[src/rtl/core/assert_macros.svh]
// assertion macros included by the congestion window unit
`ifndef ASSERT_MACROS_SVH
`define ASSERT_MACROS_SVH

// same-cycle implication, checked out of reset
`define ASSERT_IMPL(lbl, clk, rst_n, ante, cons) \
	lbl: assert property (@(posedge clk) disable iff (!rst_n) (ante) |-> (cons)) \
		else $error("assertion failed");

// next-cycle implication, checked out of reset
`define ASSERT_NEXT(lbl, clk, rst_n, ante, cons) \
	lbl: assert property (@(posedge clk) disable iff (!rst_n) (ante) |=> (cons)) \
		else $error("assertion failed");

`endif

[src/rtl/core/dacw_div.sv]
// restoring divider of a power-of-two numerator by the window, one bit per cycle
module dacw_div #(
	parameter int unsigned WW = 24,
	parameter int unsigned NW = 34
) (
	input  logic          clk,
	input  logic          arst_n,
	input  logic          start,
	input  logic          two,
	input  logic [WW-1:0] divisor,
	output logic          done,
	output logic [NW-1:0] quotient
);
	localparam int unsigned CW = $clog2(NW + 1);

	logic          busy_q;
	logic          done_q;
	logic [CW-1:0] cnt_q;
	logic [NW-1:0] num_q;
	logic [WW-1:0] rem_q;
	logic [WW:0]   rem_t;
	logic [WW:0]   diff;
	logic          ge;

	assign rem_t = {rem_q, num_q[NW-1]};
	assign ge    = rem_t >= {1'b0, divisor};
	assign diff  = rem_t - {1'b0, divisor};

	always_ff @(posedge clk or negedge arst_n) begin
		if (!arst_n) begin
			busy_q <= 1'b0;
			done_q <= 1'b0;
			cnt_q  <= '0;
			num_q  <= '0;
			rem_q  <= '0;
		end else if (start) begin
			busy_q <= 1'b1;
			done_q <= 1'b0;
			cnt_q  <= CW'(NW);
			num_q  <= two ? {1'b1, {(NW-1){1'b0}}} : {2'b01, {(NW-2){1'b0}}};
			rem_q  <= '0;
		end else if (busy_q) begin
			rem_q <= ge ? diff[WW-1:0] : rem_t[WW-1:0];
			num_q <= {num_q[NW-2:0], ge};
			cnt_q <= cnt_q - 1'b1;
			if (cnt_q == CW'(1)) begin
				busy_q <= 1'b0;
				done_q <= 1'b1;
			end
		end else begin
			done_q <= 1'b0;
		end
	end

	assign done     = done_q;
	assign quotient = num_q;

endmodule

[config.mk]
export PLATFORM = sky130hd
export DESIGN_NAME = dacw_div
export DESIGN_NICKNAME = d
export VERILOG_FILES = /design/src/rtl/core/assert_macros.svh /design/src/rtl/core/dacw_div.sv
export SDC_FILE = /design/constraint.sdc
export NUM_CORES = 1
export LEC_CHECK = 0
export ABC_AREA = 0
export ABC_CLOCK_PERIOD_IN_PS = 4400
export BUFFER_PORTS_ARGS = -buffer_cell sky130_fd_sc_hd__buf_2
export CORE_MARGIN = 2
export CORE_UTILIZATION = 61
export CTS_CLUSTER_SIZE = 28
export DETAILED_ROUTE_END_ITERATION = 16
export PLACE_DENSITY_LB_ADDON = 0.08
export SLEW_MARGIN = 5
export SYNTH_ARGS = -nofsm -noshare
export SYNTH_HDL_FRONTEND = slang
export SYNTH_SLANG_ARGS = --single-unit
[constraint.sdc]
create_clock -name clk -period 4.4 [get_ports clk]
set_input_delay 0.22 -clock clk [delete_from_list [all_inputs] [get_ports clk]]
set_output_delay 0.22 -clock clk [all_outputs]
set_load 0.05 [all_outputs]
# Yosys cells after proc, flatten, opt, wreduce, memory -nomap -nowiden
# Cells that the tools add are included.
[classes] addsub=2 n_mul=0 div_mod_pow=0 n_lt_le_gt_ge=1 n_eq_ne=2 shifts=0 muxes=14 n_bitwise=0 n_reduce_logical=1
[ops] op="$mux W34" n=3
[ops] op="$mux W24" n=3
[ops] op="$ge A25 B24 Y1" n=1
[ops] op="$sub A24 B24 Y24" n=1
[ops] op="$mux W6" n=2
[ops] op="$eq A6 B1 Y1 const B" n=1
[ops] op="$mux W1" n=6
[ops] op="$sub A6 B1 Y6 const B" n=1
[ops] op="$ne A3 B2 Y1 const B" n=1
[ops] op="$reduce_bool A2 Y1" n=1
[word_totals] reg_bits=66 latch_bits=0 mem_bits_rw=0 romBits=0 input_bits=28 out_inout_bits=35 wordCells=25 memories=0

# Depth between registers and ports, before layout
[logic_depth] word_depth=4 ltp_mapped=12

# Worst setup path after synthesis
# No wires, ideal clock.
[synth_timing] path_kind="register to register" start="reg num_q[33] (netlist: quotient[33])" end="reg rem_q[22]" setup_ps=99 arrival_ps=2777 path_slack_ps=1523 stages_incl_launch_ff=12 n_path_buf=0 cell_sequence="dfrtp_1 inv_1 ha_1 fa_1 and2b_1 o211ai_1 a21boi_1 o211ai_1 o21ai_0 mux2i_1 o21ai_0 a311oi_1"
[synth_via] elab_chain_len=4
[synth_rtl] element="start: declaration" line_no="dacw_div.sv:19" source="logic [NW-1:0] num_q;"
[synth_rtl] element="start signal: assignment" line_no="dacw_div.sv:40" source="num_q <= two ? {1'b1, {(NW-1){1'b0}}} : {2'b01, {(NW-2){1'b0}}};"
[synth_rtl] element="start signal: assignment" line_no="dacw_div.sv:44" source="num_q <= {num_q[NW-2:0], ge};"
[synth_rtl] element="$sub A24 B24 Y24 or $ge A25 B24 Y1 (tied branches)" line_no="dacw_div.sv:27, dacw_div.sv:26"
[synth_rtl] element="$mux W24 (*)" line_no="dacw_div.sv:43" source="rem_q <= ge ? diff[WW-1:0] : rem_t[WW-1:0];"
[synth_rtl] element="$mux W24 (*)" line_no="dacw_div.sv:42" source="end else if (busy_q) begin"
[synth_rtl] element="$mux W24 (*)" line_no="dacw_div.sv:36" source="end else if (start) begin"
[synth_rtl] element="end signal: assignment" line_no="dacw_div.sv:43"
[synth_rtl] element="end: declaration" line_no="dacw_div.sv:20" source="logic [WW-1:0] rem_q;"
# Every way passes the cells marked *; elsewhere a longest branch is shown, timed or not. The select of a mux whose other input is x is not followed.
# A chain may end at the register's enable or synchronous reset.

# Worst setup path in the final report
# Ends and elaborated chain as after synthesis.

==> results.toml <==
[power_and_ir_drop]
p_seq_share_pct = 30.3
powerDensity_mw_per_mm2 = 532.7
p_sw_mw = 1.105
total_power_mw = 2.647
p_comb_share_pct = 49.2
p_sw_share_pct = 41.77
ir_worst_vdd_mv = 0.2468
p_leak_nw = 2.715
p_int_mw = 1.541
power.share.clock_pct = 20.5

[routing]
drc = 0
firstDrtPassIters = 4
routed_wl_mm = 9.236
drtIter0Drc = 141
wl_per_cell_um = 14.54
drtAntennaViolNets = 0
vias = 3546
vias_per_cell = 5.584

[logic_synthesis]
avgSynthCellArea_um2 = 9.239
synth_sequential_area_ratio_pct = 37.32
synth_most_common_cell = "nor2_1"
synthFlopType = "dfrtp_1"
yosys-top-cells-area = "dfrtp_1 (37%), mux2i_1 (11%), ha_1 (7.4%)"
ys_seq_elements = 66
ys_top_cells_by_count = "nor2_1 (71), dfrtp_1 (66), mux2i_1 (48)"
async_flop_share_pct = 100.0
synth_edf_count = 0
syn_area_mm2 = 0.004425
synth_warnings = 0
syn_inst = 479
yosysTopAreaCell = "dfrtp_1"
syn_nets = 534
yosysTopAreaCellShare_pct = 37.32
netlist-cell-type-count = 60

[critical_path]
r2r-start = "quotient[33]"
critPathTopFamily = "compound AO/OA/AOI/OAI gates"
cp.depth = 11
critical-path-max-stage-delay_ns = 0.41
reg2regPathDepth = 11
path_cells = "inv_1 > ha_1 > fa_1 > and2b_1 > o211ai_1 > a21boi_1 > o211ai_1 > o21ai_0 > mux2i_1 > o21ai_0 > a311oi_1"
required_ns = 4.64
cp-startpoint = "quotient[33]"
worstPathArrival_ns = 3.26
path_max_fanout = 4
path_class = "reg -> reg"
end_kind = "flip-flop"
worst-path-buf-inv = 1
cp_slowest_cell = "o21ai_0"
start_kind = "flip-flop"

[global_routing]
use_met1_pct = 32.82
busiest_layer = "met2"
grt_pass1_wl_mm = 15.53
grt_usage_pct = 24.79
grt-ovfl-total = 0
grt_pass1_vias = 3379
use_met2_pct = 41.28
grtUsageMet3_pct = 5.355
antenna_found_initial = 0
grt_max_degree = 93

[timing]
rsz0062_at_grt = "no"
slew_headroom_pct = 26.73
fin_tns_setup_ns = 0
fmax_ghz = 0.3310
finalHoldViolCount = 0
fin_crit_ns = 3.021
tightest_slew_ns = 1.099
finalCritPeriodShare_pct = 68.66
fin_skew_ns = 0.01383
setup_violations = 0
hold-worst-slack_ns = 0.1154
slew_violations = 0

[floorplanning]
dieArea_mm2 = 0.007952
core_area_mm2 = 0.007137
initial_core_util_pct = 62.01
io_pins = 63
row_count = 31
dieWidth_um = 89.18
fp.dieH_um = 89.18

[cts]
clockBufferDepth = 2
post-cts-setup-buffers = 0
cts_resized = 0
htree_levels = 3
hold_buffers = 1
cts_tree = "done"
cts.sinks = 66
cts-buffers-inserted = 9
clk_pin_slew_ns = 0.09
clkLatencyLatePin_ns = 0.34
cts_root_buf = "clkbuf_8"

[flow_run]
drv_cap = 0

[worst_hold_path]
hp-class = "in -> reg"
worstHoldPathCells = 3
hold_path_startpoint = "two"

[layout]
fin_area_mm2 = 0.004969
drive_gt1_share_pct = 18.10
antenna_cells = 0
area_growth_pct = 12.27
nets = 586
final_cells = 635

[placement]
dp_cells = 618
dp_hpwl_mm = 6.499
port_buffers = 62
placement.cell_area_mm2 = 0.004748
place.gp.congestion = 0.9206

[status]
outcome = "finished, final reports clean"
## final timing paths
kind,to,slack [ns]
worst max-delay path,rem_q[22],1.38
worst min-delay path,quotient[33],0.12
worst max register to register,rem_q[22],1.38
worst min register to register,done,0.54
max in group asynchronous,busy_q,3.00
min in group asynchronous,quotient[22],0.41
## cell families after synthesis
group | share of synthesized area [%]
AND/OR/NAND/NOR | 16.99
AO/OA/AOI/OAI | 16.60
flip-flops | 37.32
buffers and inverters | 5.824
multiplexers | 11.11
adder cells (fa/ha/maj) | 7.803
XOR/XNOR | 4.354
## layer usage
metal | wire length (um) | share of wire [%]
met1 | 4295 | 47
met2 | 4471 | 48
met3 | 372 | 4.0
met4 | 97 | 1.1
met5 | 0 | 0
## power groups by stage
stage	Combinational [mW]	Clock [mW]	Sequential [mW]
floorplan	1.09	0	0.810
global placement	1.27	0	0.807
detailed placement	1.29	0	0.814
CTS	1.30	0.556	0.802
global route	1.45	0.581	0.817
finish	1.30	0.544	0.802
## worst min-delay path: cells and delay by family
kind	cells	cell delay, ns
AOI/OAI and AO/OA	1	0.06
buffers and inverters	1	0.07
and+or+nand+nor	1	0.06
## flip-flops by register name, summed over array words and instances (netlist names)
signal    cells
quotient     34
rem_q        24
done          1
cnt_q         6
busy_q        1
## cell type report
type,instances,area [um^2]
tap,99,123.9
clock buffer,10,137.6
fill,620,2168
sequential,66,1655
clock inverter,6,72.57
multi-input combinational,355,2516
timing repair buffer,65,335.3
inverter,34,127.6
## per-stage QoR
stage,worst slack (ns),utilization [%]
floorplan,1.523,-
global placement,1.420,66.53
detailed placement,1.408,66.53
CTS,1.380,69.62
global route,1.064,69.62
finish,1.379,69.62
## cells in the final DEF (no fill, tap or decap), drive strengths merged, types with 13 or more instances in the layout
master	n
dfrtp	66
xnor2	16
ha	26
o21ai	19
a211oi	17
nand2	29
mux2i	48
nor3	13
nor2	71
buf	64
inv	37
a21oi	21
No activity file was read; power rests on OpenSTA's default activity.
